### src/hdl/cwo_pkg.sv
// Package for the caster wheel odometry block: transaction types, command and
// register codes, sequencer states, CORDIC arctangent table and helpers.
// No dependencies.
package cwo_pkg;

  // Input commands
  typedef enum logic [1:0] {
    CMD_STEER   = 2'd0,
    CMD_ROT     = 2'd1,
    CMD_TICK    = 2'd2,
    CMD_RESTART = 2'd3
  } cwo_cmd_t;

  // Configuration register indexes
  localparam logic [1:0] REG_COUNTS_PER_TURN = 2'd0;
  localparam logic [1:0] REG_GEAR_RATIO      = 2'd1;
  localparam logic [1:0] REG_WHEEL_RADIUS    = 2'd2;
  localparam logic [1:0] REG_AXLE_DISTANCE   = 2'd3;

  localparam int CFG_W = 24;

  // Register reset values
  localparam logic [15:0] RST_COUNTS_PER_TURN = 16'd4096;
  localparam logic [23:0] RST_GEAR_RATIO      = 24'd65536;
  localparam logic [15:0] RST_WHEEL_RADIUS    = 16'd6554;
  localparam logic [19:0] RST_AXLE_DISTANCE   = 20'd65536;

  // 2*pi in Q16 and 65536/pi (twice the binary-angle units per radian)
  localparam logic [18:0] CIRC_SCALE = 19'd411775;
  localparam logic [14:0] YAW_SCALE  = 15'd20861;

  // CORDIC start vector: 1/K in Q30
  localparam logic signed [33:0] CORDIC_X0 = 34'sd652032874;

  localparam int ATAN_DEPTH = 24;
  localparam logic [31:0] ATAN_TAB [ATAN_DEPTH] = '{
    32'h20000000, 32'h12E4051E, 32'h09FB385B, 32'h051111D4, 32'h028B0D43,
    32'h0145D7E1, 32'h00A2F61E, 32'h00517C55, 32'h0028BE53, 32'h00145F2F,
    32'h000A2F98, 32'h000517CC, 32'h00028BE6, 32'h000145F3, 32'h0000A2FA,
    32'h0000517D, 32'h000028BE, 32'h0000145F, 32'h00000A30, 32'h00000518,
    32'h0000028C, 32'h00000146, 32'h000000A3, 32'h00000051
  };

  typedef struct packed {
    logic [1:0]         command;
    logic signed [15:0] count;
  } cwo_in_t;

  typedef struct packed {
    logic signed [31:0] pos_x;
    logic signed [31:0] pos_y;
    logic signed [15:0] heading;
  } cwo_out_t;

  // sin and cos in Q15, clamped to +-32768
  typedef struct packed {
    logic signed [16:0] s;
    logic signed [16:0] c;
  } cwo_sincos_t;

  typedef enum logic [5:0] {
    S_IDLE, S_DISP, S_STEER_DIV, S_STEER_FIN, S_ROT, S_RESTART,
    S_GR, S_GR_RND, S_CIRC, S_CIRC_RND, S_TRAV, S_TRAV_SET, S_TRAV_DIV,
    S_TRAV_SAT, S_WAIT_STEER, S_FWD, S_FWD_RND, S_LAT, S_LAT_RND, S_D2,
    S_D2_SET, S_D2_DIV, S_D2_FIN, S_MID, S_WAIT_MID, S_X, S_X_RND, S_X_ACC,
    S_Y, S_Y_RND, S_Y_ACC, S_OUT
  } cwo_state_t;

  // Q30 to Q15, round half up then clamp
  function automatic logic signed [16:0] to_q15(input logic signed [33:0] v);
    logic signed [33:0] r;
    r = (v + 34'sd16384) >>> 15;
    if (r > 34'sd32768) r = 34'sd32768;
    if (r < -34'sd32768) r = -34'sd32768;
    return r[16:0];
  endfunction

  // magnitude of a clamped Q15 value
  function automatic logic [15:0] abs_q15(input logic signed [16:0] v);
    logic signed [16:0] m;
    m = v[16] ? -v : v;
    return m[15:0];
  endfunction

endpackage

### src/hdl/cwo_cordic.sv
// Iterative rotation-mode CORDIC: one micro-rotation per cycle, then a final
// rounding step. Depends on cwo_pkg (arctangent table, Q15 helpers).
module cwo_cordic #(
  parameter int CORDIC_STEPS = 16
) (
  input  logic                clk,
  input  logic                rst_n,
  input  logic                start,
  input  logic [15:0]         angle,
  output logic                busy,
  output cwo_pkg::cwo_sincos_t result
);
  import cwo_pkg::*;

  localparam int SW = $clog2(CORDIC_STEPS + 1);

  logic signed [33:0] x_r, y_r, z_r, x_nxt, y_nxt, z_nxt;
  logic signed [33:0] dx, dy, at;
  logic               flip_r, busy_r, fin_r;
  logic [SW-1:0]      step_r;
  logic [31:0]        z32;
  cwo_sincos_t        res_r;

  // start angle: fold quadrants two and three onto four and one
  always_comb begin
    z32 = {angle, 16'h0000};
    if (angle[15] ^ angle[14]) z32[31] = ~z32[31];
  end

  // one micro-rotation
  always_comb begin
    dx = y_r >>> step_r;
    dy = x_r >>> step_r;
    at = {2'b00, ATAN_TAB[5'(step_r)]};
    if (!z_r[33]) begin
      x_nxt = x_r - dx;
      y_nxt = y_r + dy;
      z_nxt = z_r - at;
    end else begin
      x_nxt = x_r + dx;
      y_nxt = y_r - dy;
      z_nxt = z_r + at;
    end
  end

  always_ff @(posedge clk) begin
    if (!rst_n) begin
      busy_r <= 1'b0;
      fin_r  <= 1'b0;
      step_r <= '0;
    end else if (start) begin
      busy_r <= 1'b1;
      fin_r  <= 1'b0;
      step_r <= '0;
      flip_r <= angle[15] ^ angle[14];
      x_r    <= CORDIC_X0;
      y_r    <= '0;
      z_r    <= {{2{z32[31]}}, z32};
    end else if (busy_r && !fin_r) begin
      x_r <= x_nxt;
      y_r <= y_nxt;
      z_r <= z_nxt;
      if (step_r == SW'(CORDIC_STEPS - 1)) fin_r <= 1'b1;
      else step_r <= step_r + 1'b1;
    end else if (fin_r) begin
      res_r.c <= to_q15(flip_r ? -x_r : x_r);
      res_r.s <= to_q15(flip_r ? -y_r : y_r);
      busy_r  <= 1'b0;
      fin_r   <= 1'b0;
    end
  end

  assign busy   = busy_r;
  assign result = res_r;

endmodule

### config.mk
export PLATFORM = sky130hd
export DESIGN_NAME = cwo_cordic
export DESIGN_NICKNAME = d
export VERILOG_FILES = /design/src/hdl/cwo_pkg.sv /design/src/hdl/cwo_cordic.sv
export SDC_FILE = /design/constraint.sdc
export NUM_CORES = 1
export LEC_CHECK = 0
export BUFFER_PORTS_ARGS = -buffer_cell sky130_fd_sc_hd__buf_2
export CELL_PAD_IN_SITES_DETAIL_PLACEMENT = 0
export CELL_PAD_IN_SITES_GLOBAL_PLACEMENT = 1
export CORE_MARGIN = 4
export CORE_UTILIZATION = 50
export DETAILED_ROUTE_END_ITERATION = 8
export PLACE_DENSITY_LB_ADDON = 0.05
export SLEW_MARGIN = 0
export SYNTH_ARGS = -nofsm -noshare
export SYNTH_HDL_FRONTEND = slang
export SYNTH_SLANG_ARGS = --single-unit
### constraint.sdc
create_clock -name clk -period 8.8 [get_ports clk]
set_input_delay 0.88 -clock clk [delete_from_list [all_inputs] [get_ports clk]]
set_output_delay 0.88 -clock clk [all_outputs]
set_load 0.01 [all_outputs]
==> impl_summary.log, run 1 <==
[metrics] result of the run: finished clean
[metrics] Startpoint Class: flip-flop
[metrics] highest clock frequency the design can meet: 134 MHz
[metrics] via count of the first global-routing pass: roughly 18,000
[metrics] TritonCTS buffer count: 17
[metrics] Post-CTS Setup Repair Bufs: 0
[metrics] share of synthesized registers carrying an async set or reset: 0
[metrics] critical path's top delay family: compound AO/OA/AOI/OAI gates
[metrics] residual overflow from global routing: 0
[metrics] per-cell via count in the routed design: roughly 6.7
[metrics] placement row count: 73
[metrics] switching component of the power: 2.84 mW
[metrics] area share of the leading cell type in the synthesized netlist: 0.202
[metrics] most common cell after layout, fill and taps aside: sky130_fd_sc_hd__nor2_1
[metrics] syn_area_per_cell: between 8 and 9 sq um
[metrics] global-route wire length before repair: 107,000 microns
[metrics] share of total power consumed by net switching: 0.491
[metrics] portion of the post-synthesis area used by sequential elements: 0.209
[metrics] fraction of final layout cells sized beyond drive strength 1: 0.125
[metrics] CP Cell Sequence: buf_4 -> nand2b_1 -> o221ai_2 -> a211oi_2 -> ha_1 -> nor2_1 -> xor2_1 -> ha_1 -> a211o_1 -> a2111oi_0 -> nor2_1 -> a2111oi_0 -> o21ai_0 -> a211oi_1 -> o31ai_1 -> a41oi_1 -> xor2_1 -> nor2_1
[metrics] total core area: 40,000 sq um
[metrics] antenna violations before repair: 3
[metrics] DRC violations left: 0
[metrics] accumulated negative setup slack: 0 ps
[metrics] clock sink count: between 100 and 150
[metrics] Setup-failing EPs final: 0
[metrics] data required time of the critical path: between 9000 and 10,000 ps
[metrics] sequential share of power: 0.232
[metrics] max-cap check violation count: 0
[metrics] post-synthesis cell area: 20,300 sq um
[metrics] Worst Slack Setup Final: 1330 ps
[metrics] clock share of power: 0.126
[metrics] largest net degree at the start of global routing: 73
[metrics] maximum fanout along the worst path: 63
[metrics] category of the worst setup path capture point: flip-flop
[metrics] Synth warnings: 0
[metrics] Post-Syn Nets: roughly 2,500
[metrics] clock tree skew after final layout: 21.6 ps
[metrics] DRT Pass-1 Iters: 7
[metrics] die area: roughly 44,000 sq um
[metrics] I/O Buffers: 53
[metrics] Synth Area in Simple Gates: 0.194
[metrics] instance count after placement with tap cells included: 2,833
[metrics] crit path max-delay cell type: sky130_fd_sc_hd__dfxtp_4
[metrics] violation count after the first detailed-route iteration: 2,426
[metrics] Starting Density: 0.508
[metrics] static leakage: 8.02 nW
[metrics] clock input transition at the sequential cells of the worst setup and hold paths: 70 ps
[metrics] power density over the cells: between 200 and 300 nW/um^2
[metrics] final critical path time including I/O delays and setup: 7470 ps
[metrics] worst hold slack: 577 ps
[metrics] HPWL Detailed: 51,500 microns
[metrics] main area contributors after synthesis: sky130_fd_sc_hd__edfxtp_1, sky130_fd_sc_hd__mux4_2, sky130_fd_sc_hd__ha_1, sky130_fd_sc_hd__xnor2_1, sky130_fd_sc_hd__xor2_1
[metrics] clock tree from TritonCTS: built
[metrics] Worst path max stage delay: 900 ps
[metrics] remaining max-slew budget at the tightest pin: 0.191
[metrics] Area Growth Syn to Fin: 4.23%
[metrics] combinational power share: 0.642
[metrics] top_reg_cell synth: sky130_fd_sc_hd__edfxtp_1
[metrics] highest-count cells in the layout ignoring fill and taps: sky130_fd_sc_hd__nor2_1, sky130_fd_sc_hd__nand2_1, sky130_fd_sc_hd__a21oi_1
[metrics] number of instances in the synthesized netlist: 2,395
[metrics] class of the tightest hold or removal check: flip-flop to flip-flop
[metrics] Fillers: ~3,900
[metrics] master cell of the clock root buffer: sky130_fd_sc_hd__clkbuf_16
[metrics] last weighted congestion value of the routability-driven placer: 1.01
[metrics] ratio of final minimum period to clock period: 0.849
[metrics] cell occurring most often along the worst timing path: sky130_fd_sc_hd__nor2_1
[metrics] final hold violation count: 0
[metrics] # nets final: around 2,500
[metrics] multiplexer share of the synthesized area: 0.138
[metrics] worst-skew pair later-pin latency: 490 ps
[metrics] Layout Cells excl Fill: 2,866
[metrics] final wirelength: 69,300 microns
[metrics] setup repair after global routing missed its margin: no
[metrics] buffer and inverter count on the worst path: 1
[metrics] Pins Over Slew Limit: 0
[metrics] maximum number of buffers from clock root to sink: 2
[metrics] number of flops mapped to enable cells by yosys: 137
[metrics] slew at the pin closest to its max-slew limit: approximately 1200 ps
[metrics] setup slack at placement: 1470 ps
[metrics] Synth cell types: 110
[metrics] Final ANT Viol Nets: 0
[metrics] xor and xnor area share after synthesis: 0.102
[metrics] internal power contribution: 2.95 mW
[metrics] total global-route track usage: 0.308
[metrics] Post-CTS Hold Buffers: 0
[metrics] post_cts resized: 0
[metrics] vias: 19,300
[metrics] overall die width: 210 microns
[metrics] post-layout util: 0.530
[metrics] die height: between 200 and 250 microns
[metrics] maximum level of the CTS H-tree: 4
[metrics] register bit count reported by yosys: 144
[metrics] synthesized-area fraction occupied by ao, oa, aoi and oai cells: 0.228
[metrics] data arrival time of the worst path: 7710 ps
[metrics] cell accounting for the most synthesized area: sky130_fd_sc_hd__edfxtp_1
[metrics] critical path class: flip-flop to flip-flop
[metrics] worst IR drop on VDD: roughly 0.00018 V
[metrics] adder and majority cell fraction of the synthesized area: 0.0731
[metrics] top-level I/O count: 54
[metrics] combinational family with the most area after synthesis: compound AO/OA/AOI/OAI gates
[metrics] average wire per standard cell: 24.2 microns
[metal layers]
metal	routed length, microns	global-route usage
met5	0	0
met4	2610	0.116
met3	6330	0.0747
met2	30900	0.474
met1	29500	0.423
[flip-flops by register name, indices dropped and copies added (netlist names)]
signal  flops
result     34
x_r        34
step_r      5
busy        1
flip_r      1
z_r        34
fin_r       1
y_r        34
[worst reg2reg max path: cells and delay by family, from the launching register on]
family	cells	cell delay [ps]
buf+inv	1	730
xor+xnor	2	380
simple gates	4	520
compound gates	9	4060
flops	1	900
fa+ha+maj	2	650
[cells in the mapped netlist, types with 17 or more instances]
library cell               instances
sky130_fd_sc_hd__nand3_1          37
sky130_fd_sc_hd__edfxtp_1        137
sky130_fd_sc_hd__o21bai_1         17
sky130_fd_sc_hd__mux2i_1          63
sky130_fd_sc_hd__ha_1            114
sky130_fd_sc_hd__nor3b_1          17
sky130_fd_sc_hd__or3_1            17
sky130_fd_sc_hd__and3_1           27
sky130_fd_sc_hd__o22ai_1          30
sky130_fd_sc_hd__nand2_1         189
sky130_fd_sc_hd__a21oi_1         180
sky130_fd_sc_hd__mux4_2           70
sky130_fd_sc_hd__nand4_1          35
sky130_fd_sc_hd__clkbuf_1        104
sky130_fd_sc_hd__xor2_1          108
sky130_fd_sc_hd__inv_1            48
sky130_fd_sc_hd__nor2b_1          31
sky130_fd_sc_hd__a211oi_1         39
sky130_fd_sc_hd__o21a_1           19
sky130_fd_sc_hd__and2_1           25
sky130_fd_sc_hd__buf_2            34
sky130_fd_sc_hd__or2_2            23
sky130_fd_sc_hd__nand2b_1         47
sky130_fd_sc_hd__mux2_2           33
sky130_fd_sc_hd__o21ai_0         126
sky130_fd_sc_hd__xnor2_1         128
sky130_fd_sc_hd__nor3_1           38
sky130_fd_sc_hd__a31oi_1          39
sky130_fd_sc_hd__a21o_1           64
sky130_fd_sc_hd__nor2_1          242
[stage by stage]
stage / power [mW] / instance area [sq um]
floorplan: 4.06 / 20300
global placement: 4.94 / 20600
detailed placement: 4.97 / 20600
CTS: 5.74 / 21200
global route: 6.23 / 21200
finish: 5.79 / 21200
[layout make-up]
class                   count  area [sq um]  area share
well taps                 525           657      0.0310
clock buffers              20           447      0.0211
clock inverters            12           113     0.00531
flip-flops and latches    144          4270       0.201
inverters                  50           188     0.00885
repair buffers             93           568      0.0268
multi-input cells        2021         15000       0.706
diodes                      1          2.50    0.000118
[power by group through the flow]
stage	Clock, mW	Sequential [mW]	Combinational, mW
3_3_place_gp	0	1.33	3.60
6_report	0.731	1.34	3.72
2_1_floorplan	0	1.09	2.97
4_1_cts	0.755	1.32	3.67
5_1_grt	0.781	1.35	4.09
3_5_place_dp	0	1.33	3.64
[path summary, 6_finish.rpt]
check,startpoint,to,slack (ps),depth (start not counted)
setup / recovery,step_r[1],y_r[30],1330,18
hold / removal,fin_r,fin_r,580,3
setup reg to reg,step_r[1],y_r[30],1330,18
hold reg to reg,fin_r,fin_r,580,3
[kinds of logic (layout without fill, tap and decap cells)]
logic type | after synthesis | count (layout)
fa+ha+maj | 117 | 117
compound gates | 699 | 699
other cells | 0 | 1
mux | 177 | 177
xor+xnor | 236 | 236
flops | 144 | 144
simple gates | 792 | 792
buf+inv | 230 | 175
(Power assumes the default switching activity.)
==> run 2: changes to the inputs <==
--- a/config.mk
+++ b/config.mk
@@ -5,11 +5,12 @@
 export SDC_FILE = /design/constraint.sdc
 export NUM_CORES = 1
 export LEC_CHECK = 0
+export ABC_AREA = 1
 export BUFFER_PORTS_ARGS = -buffer_cell sky130_fd_sc_hd__buf_2
 export CELL_PAD_IN_SITES_DETAIL_PLACEMENT = 0
 export CELL_PAD_IN_SITES_GLOBAL_PLACEMENT = 1
 export CORE_MARGIN = 4
-export CORE_UTILIZATION = 50
+export CORE_UTILIZATION = 42
 export DETAILED_ROUTE_END_ITERATION = 8
 export PLACE_DENSITY_LB_ADDON = 0.05
 export SLEW_MARGIN = 0
==> constraint.sdc (replaced) <==
create_clock -name clk -period 6.15 [get_ports clk]
set_input_delay 0.615 -clock clk [delete_from_list [all_inputs] [get_ports clk]]
set_output_delay 0.615 -clock clk [all_outputs]
set_load 0.01 [all_outputs]
==> impl_summary.log, run 2 <==
[metrics] clock sink count: 144 (unchanged)
[metrics] portion of the post-synthesis area used by sequential elements: 0.212 (+0.00283)
[metrics] Post-CTS Hold Buffers: 0 (unchanged)
[metrics] # nets final: 3,431 (+39%)
[metrics] Worst R2R End: x_r[31]
[metrics] I/O Buffers: 53 (unchanged)
[metrics] static leakage: 10.2 nW (+27%)
[metrics] final hold violation count: 0 (unchanged)
[metrics] remaining max-slew budget at the tightest pin: 0.252 (+0.0604)
[metrics] total core area: 46,900 sq um (+17%)
[metrics] antenna violations before repair: 0 (-3)
[metrics] cell occurring most often along the worst timing path: sky130_fd_sc_hd__nand2_1
[metrics] DRT Pass-1 Iters: 6 (-1)
[metrics] data required time of the critical path: 6390 ps (-2660 ps)
[metrics] most common cell after layout, fill and taps aside: sky130_fd_sc_hd__nand2_1
[metrics] most frequent cell after synthesis: sky130_fd_sc_hd__nand2_1
[metrics] worst IR drop on VDD: 0.000211 V (+17%)
[metrics] category of the worst setup path capture point: flip-flop
[metrics] worst-skew pair later-pin latency: 500 ps (about the same)
[metrics] Area Growth Syn to Fin: 7.02%
[metrics] Pins Over Slew Limit: 0 (unchanged)
[metrics] violation count after the first detailed-route iteration: 1,848 (-24%)
[metrics] Worst path max stage delay: 580 ps (-320 ps)
[metrics] Synth cell types: 60 (-45%)
[metrics] ratio of final minimum period to clock period: 0.910 (+0.0618)
[metrics] maximum fanout along the worst path: 30 (-52%)
[metrics] accumulated negative setup slack: 0 ps (unchanged)
[metrics] worst hold slack: 385 ps (-192 ps)
[metrics] number of flops mapped to enable cells by yosys: 137 (unchanged)
[metrics] Starting Density: 0.428 (-0.0801)
[metrics] class of the tightest hold or removal check: input port to flip-flop
[metrics] register bit count reported by yosys: 144 (unchanged)
[metrics] Setup-failing EPs final: 0 (unchanged)
[metrics] die area: 51,300 sq um (+17%)
[metrics] clock input transition at the sequential cells of the worst setup and hold paths: 80 ps (about the same)
[metrics] die height: 227 microns (+8.1%)
[metrics] max-cap check violation count: 0 (unchanged)
[metrics] largest net degree at the start of global routing: 103 (+41%)
[metrics] power density over the cells: 317 nW/um^2 (+16%)
[metrics] critical path class: flip-flop to flip-flop
[metrics] slew at the pin closest to its max-slew limit: 1120 ps (-56.9 ps)
[metrics] DRC violations left: 0 (unchanged)
[metrics] main area contributors after synthesis: sky130_fd_sc_hd__edfxtp_1, sky130_fd_sc_hd__nand2_1, sky130_fd_sc_hd__nand3_1, sky130_fd_sc_hd__ha_1, sky130_fd_sc_hd__inv_1
[metrics] count of cells along the worst hold path: 3 (unchanged)
[metrics] cell accounting for the most synthesized area: sky130_fd_sc_hd__edfxtp_1
[metrics] crit path max-delay cell type: sky130_fd_sc_hd__dfxtp_4
[metrics] Synth warnings: 0 (unchanged)
[metrics] R2R setup slack: 550 ps (-780 ps)
[metrics] total global-route track usage: 0.274 (-0.0343)
[metrics] synth cell count leaders: sky130_fd_sc_hd__nand2_1, sky130_fd_sc_hd__inv_1, sky130_fd_sc_hd__nand3_1
[metrics] syn_area_per_cell: 6.09 sq um (-28%)
[metrics] reg2reg start: step_r[0]
[metrics] final wirelength: 71,600 microns (+3.4%)
[metrics] post-synthesis cell area: 20,100 sq um (-1.3%)
[metrics] Startpoint Class: flip-flop
[metrics] cell area after layout: 21,500 sq um (+1.3%)
[metrics] last weighted congestion value of the routability-driven placer: 0.955 (-5.4%)
[metrics] data arrival time of the worst path: 5840 ps (-1870 ps)
[metrics] TritonCTS buffer count: 17 (unchanged)
[metrics] Worst Slack Setup Final: 552 ps (-781 ps)
[metrics] placement row count: 79 (+8.2%)
[metrics] fraction of final layout cells sized beyond drive strength 1: 0.0865 (-0.0388)
[metrics] Inserted Diodes: 0 (-1)
[metrics] overall die width: 227 microns (+8.1%)
[metrics] master cell of the clock root buffer: sky130_fd_sc_hd__clkbuf_16
[metrics] residual overflow from global routing: 0 (unchanged)
[metrics] top_reg_cell synth: sky130_fd_sc_hd__edfxtp_1
[metrics] clock tree skew after final layout: 17.0 ps (-4.64 ps)
[metrics] Final ANT Viol Nets: 0 (unchanged)
[metrics] area share of the leading cell type in the synthesized netlist: 0.205 (+0.00274)
[metrics] worst hold endpoint: z_r[22]
[metrics] HP Start: angle[6]
[metrics] highest-count cells in the layout ignoring fill and taps: sky130_fd_sc_hd__nand2_1, sky130_fd_sc_hd__inv_1, sky130_fd_sc_hd__nand3_1
[metrics] vias: 21,600 (+12%)
[metrics] clock tree from TritonCTS: built
[metrics] global-route wire length before repair: 110,000 microns (+2.9%)
[metrics] cell area after placement: 20,800 sq um (+0.95%)
[metrics] per-cell via count in the routed design: 5.52 (-18%)
[metrics] share of synthesized registers carrying an async set or reset: 0 (unchanged)
[metrics] top-level I/O count: 54 (unchanged)
[metrics] maximum level of the CTS H-tree: 4 (unchanged)
[metrics] result of the run: finished clean
[metrics] Post-Syn Nets: 3,431 (+36%)
[metrics] HPWL Detailed: 56,600 microns (+10%)
[metrics] via count of the first global-routing pass: 20,000 (+9.9%)
[metrics] final critical path time including I/O delays and setup: 5600 ps (-1870 ps)
[metrics] worst-case reg-to-reg path depth: 29 (+11)
[metrics] highest clock frequency the design can meet: 179 MHz (+33%)
[metrics] number of instances in the synthesized netlist: 3,295 (+38%)
[metrics] average wire per standard cell: 18.3 microns (-24%)
[metrics] maximum number of buffers from clock root to sink: 2 (unchanged)
[metrics] setup slack at placement: 466 ps (-1000 ps)
run 2: cell families after synthesis:
| logic type | synth area share |
|---|---|
| flops | 0.212 |
| simple gates | 0.419 |
| xor+xnor | 0.0453 |
| fa+ha+maj | 0.0741 |
| compound gates | 0.154 |
| buf+inv | 0.0962 |
run 2: where the power goes:
part	switching (mW)	total, mW	internal (mW)	leakage [nW]
sequential	0.230	1.53	1.30	1.35
clock	0.489	1.15	0.659	0.285
combinational	2.77	4.14	1.37	8.58
run 2: stage by stage:
| step | instances | utilization | total power [mW] |
|---|---|---|---|
| 6_report | 3915 | 0.458 | 6.81 |
| 5_1_grt | 3915 | 0.458 | 7.43 |
| 4_1_cts | 3914 | 0.458 | 6.80 |
| 3_5_place_dp | 3882 | 0.445 | 5.62 |
| 3_3_place_gp | 3882 | 0.445 | 5.58 |
| 2_1_floorplan | 3295 | - | 4.52 |
run 2: timing repair:
action                     in CTS  in global routing
hold endpoints to repair        0                  0
buffers inserted                0                  1
setup endpoints to repair       0                  9
gates resized for setup         0                  0
run 2: worst max-delay path by stage:
stage                   start      end  slack (ps)
floorplan           step_r[1]  z_r[31]        1330
global placement    step_r[0]  y_r[30]         580
detailed placement  step_r[0]  x_r[31]         470
CTS                 step_r[0]  x_r[31]         420
global route        step_r[0]  x_r[31]          -1
finish              step_r[0]  x_r[31]         550
run 2: critical path: cells and delay by family (launching register included):
| kind | cells | cell delay (ps) |
|---|---|---|
| buf+inv | 5 | 700 |
| xor+xnor | 1 | 150 |
| simple gates | 12 | 1430 |
| fa+ha+maj | 2 | 500 |
| compound gates | 9 | 1950 |
| flops | 1 | 580 |
run 2: final cells by class:
type | instances | area, sq um
Inverter | 361 | 1360
Multi-Input combinational cell | 2682 | 13900
Sequential cell | 144 | 4260
Clock buffer | 20 | 457
Fill cell | 5070 | 25400
Tap cell | 607 | 759
Timing Repair Buffer | 89 | 581
Clock inverter | 12 | 159
run 2: metal layers:
metal,part of all wire,vias to the layer above,GRT usage
li1,-,10900,-
met1,0.46,9925,0.375
met2,0.44,671,0.433
met3,0.053,137,0.0313
met4,0.046,0,0.130
met5,0,-,0
==> run 3: changes to the inputs <==
--- a/config.mk
+++ b/config.mk
@@ -7,11 +7,14 @@
 export LEC_CHECK = 0
 export ABC_AREA = 1
 export BUFFER_PORTS_ARGS = -buffer_cell sky130_fd_sc_hd__buf_2
+export CAP_MARGIN = 20
 export CELL_PAD_IN_SITES_DETAIL_PLACEMENT = 0
 export CELL_PAD_IN_SITES_GLOBAL_PLACEMENT = 1
+export CORE_ASPECT_RATIO = 0.7
 export CORE_MARGIN = 4
 export CORE_UTILIZATION = 42
 export DETAILED_ROUTE_END_ITERATION = 8
+export GPL_ROUTABILITY_DRIVEN = 0
 export PLACE_DENSITY_LB_ADDON = 0.05
 export SLEW_MARGIN = 0
 export SYNTH_ARGS = -nofsm -noshare
==> impl_summary.log, run 3 (same netlist as run 2, synthesis figures left out) <==
[metrics] result of the run: finished clean
[metrics] slew at the pin closest to its max-slew limit: 1040 ps (-80.6 ps)
[metrics] setup repair after global routing missed its margin: no
[metrics] Area Growth Syn to Fin: 7.01% (about the same)
[metrics] Final ANT Viol Nets: 0 (unchanged)
[metrics] maximum fanout along the worst path: 31 (+3.3%)
[metrics] CP Cell Sequence: buf_4 -> ha_1 -> o21ai_0 -> nand2_1 -> nand2_1 -> nor2_1 -> ha_1 -> nor3b_2 -> nand3b_1 -> nor2_2 -> nand4_1 -> o21ai_2 -> xnor2_1 -> ha_1 -> nand2_1 -> nor4_1 -> nand3_1 -> nand2_1 -> nand2_1 -> o211ai_1 -> nand2_1 -> nand3_1 -> nand2_1
[metrics] highest clock frequency the design can meet: 175 MHz (-1.8%)
[metrics] Pins Over Slew Limit: 0 (unchanged)
[metrics] static leakage: 10.2 nW (about the same)
[metrics] post_cts resized: 0 (unchanged)
[metrics] crit path from: step_r[1]
[metrics] Worst path max stage delay: 730 ps (+150 ps)
[metrics] highest-count cells in the layout ignoring fill and taps: sky130_fd_sc_hd__nand2_1, sky130_fd_sc_hd__inv_1, sky130_fd_sc_hd__nand3_1
[metrics] DRT Pass-1 Iters: 6 (unchanged)
[metrics] sequential standard cell area: 4260 sq um (unchanged)
[metrics] Post-CTS Hold Buffers: 0 (unchanged)
[metrics] clock tree skew after final layout: 18.9 ps (+1.98 ps)
[metrics] top-level I/O count: 54 (unchanged)
[metrics] Setup-failing EPs final: 0 (unchanged)
[metrics] final wirelength: 72,500 microns (+1.2%)
[metrics] R2R setup slack: 450 ps (-100 ps)
[metrics] die area: 51,400 sq um (+0.11%)
[metrics] ratio of final minimum period to clock period: 0.927 (+0.0164)
[metrics] average wire per standard cell: 18.5 microns (+1.1%)
[metrics] accumulated negative setup slack: 0 ps (unchanged)
[metrics] stages on the worst setup path: 23 (-21%)
[metrics] remaining max-slew budget at the tightest pin: 0.306 (+0.0537)
[metrics] maximum level of the CTS H-tree: 4 (unchanged)
[metrics] Worst R2R End: z_r[32]
[metrics] max-cap check violation count: 0 (unchanged)
[metrics] power density over the cells: 324 nW/um^2 (+2.1%)
[metrics] Inserted Diodes: 0 (unchanged)
[metrics] post-layout util: 0.459 (about the same)
[metrics] Startpoint Class: flip-flop
[metrics] reg2reg start: step_r[1]
[metrics] maximum number of buffers from clock root to sink: 2 (unchanged)
[metrics] die height: 191 microns (-16%)
[metrics] # nets final: 3,427 (-0.12%)
[metrics] Starting Density: 0.429 (about the same)
[metrics] critical path class: flip-flop to flip-flop
[metrics] class of the tightest hold or removal check: input port to flip-flop
[metrics] total global-route track usage: 0.275 (+0.00127)
[metrics] data arrival time of the worst path: 5930 ps (+90 ps)
[metrics] violation count after the first detailed-route iteration: 2,613 (+41%)
[metrics] worst IR drop on VDD: 0.000182 V (-14%)
[metrics] category of the worst setup path capture point: flip-flop
[metrics] worst-case reg-to-reg path depth: 23 (-21%)
[metrics] clock sink count: 144 (unchanged)
[metrics] antenna violations before repair: 0 (unchanged)
[metrics] cell occurring most often along the worst timing path: sky130_fd_sc_hd__nand2_1
[metrics] vias: 22,100 (+2.0%)
[metrics] clock input transition at the sequential cells of the worst setup and hold paths: 70 ps (about the same)
[metrics] clock tree from TritonCTS: built
[metrics] final critical path time including I/O delays and setup: 5700 ps (+101 ps)
[metrics] most common cell after layout, fill and taps aside: sky130_fd_sc_hd__nand2_1
[metrics] largest net degree at the start of global routing: 81 (-21%)
[metrics] Power Total: 6.95 mW (+2.1%)
[metrics] via count of the first global-routing pass: 19,900 (-0.28%)
[metrics] DRC violations left: 0 (unchanged)
[metrics] TritonCTS buffer count: 17 (unchanged)
[metrics] fraction of final layout cells sized beyond drive strength 1: 0.0844 (-0.00201)
[metrics] overall die width: 269 microns (+19%)
[metrics] buffer and inverter count on the worst path: 1 (-4)
[metrics] capture point of the critical path: z_r[32]
[metrics] worst-skew pair later-pin latency: 480 ps (-20 ps)
[metrics] critical path's top delay family: simple AND/OR/NAND/NOR gates
[metrics] total core area: 46,800 sq um (about the same)
[metrics] crit path max-delay cell type: sky130_fd_sc_hd__nor4_1
[metrics] area of the multi-input gates: 13,900 sq um (unchanged)
[metrics] final hold violation count: 0 (unchanged)
[metrics] Post-CTS Setup Repair Bufs: 0 (unchanged)
[metrics] HPWL Detailed: 57,600 microns (+1.8%)
[metrics] residual overflow from global routing: 0 (unchanged)
[metrics] global-route wire length before repair: 112,000 microns (+1.3%)
[metrics] data required time of the critical path: 6380 ps (about the same)
[metrics] Fillers: 4,980 (-1.8%)
[metrics] I/O Buffers: 53 (unchanged)
[metrics] per-cell via count in the routed design: 5.63 (+2.0%)
[metrics] placement row count: 66 (-16%)
[metrics] master cell of the clock root buffer: sky130_fd_sc_hd__clkbuf_16
run 3: cell count changes in the layout (fill, tap and decap cells not counted), sizes merged:
cell	change
bufinv	+2
inv	+2
clkdlybuf4s18	+1
clkinv	+1
buf	-5
clkbuf	-1
clkinvlp	-4
run 3: stage by stage:
step                hold WS [ps]  setup slack, ps  cells  cell area, sq um
floorplan                    522             1330   3295             20100
global placement             595              758   3882             20800
detailed placement           618              669   3883             20800
CTS                          386              656   3915             21500
global route                 401             24.4   3916             21500
finish                       407              451   3916             21500
run 3: layer usage:
metal  share of wire  vias to the layer above  GRT usage
li1                -                    10900          -
met1            0.51                    10200      0.435
met2            0.38                      874      0.378
met3           0.091                       76     0.0518
met4           0.019                        0     0.0681
met5               0                        -          0
run 3: worst min-delay path by stage:
stage	from	end	depth (start not counted)
global placement	busy	fin_r	2
finish	angle[13]	z_r[29]	3
CTS	angle[1]	z_r[17]	3
global route	angle[5]	z_r[21]	3
floorplan	step_r[2]	step_r[2]	2
detailed placement	busy	fin_r	2
run 3: final cells by class:
type | instances | share of cell area
Clock buffer | 19 | 0.0202
Clock inverter | 13 | 0.00973
Inverter | 361 | 0.0631
Multi-Input combinational cell | 2682 | 0.647
Sequential cell | 144 | 0.198
Tap cell | 612 | 0.0357
Timing Repair Buffer | 85 | 0.0254
run 3: tightest hold or removal path, stage by stage:
cell                      delay (ps)
sky130_fd_sc_hd__buf_2            70
sky130_fd_sc_hd__nand2_1          40
sky130_fd_sc_hd__nand2_1          50
run 3: report_power, final:
part	total, mW	internal [mW]	switching (mW)
sequential	1.53	1.30	0.228
combinational	4.20	1.36	2.84
clock	1.23	0.723	0.506
total	6.95	3.38	3.57
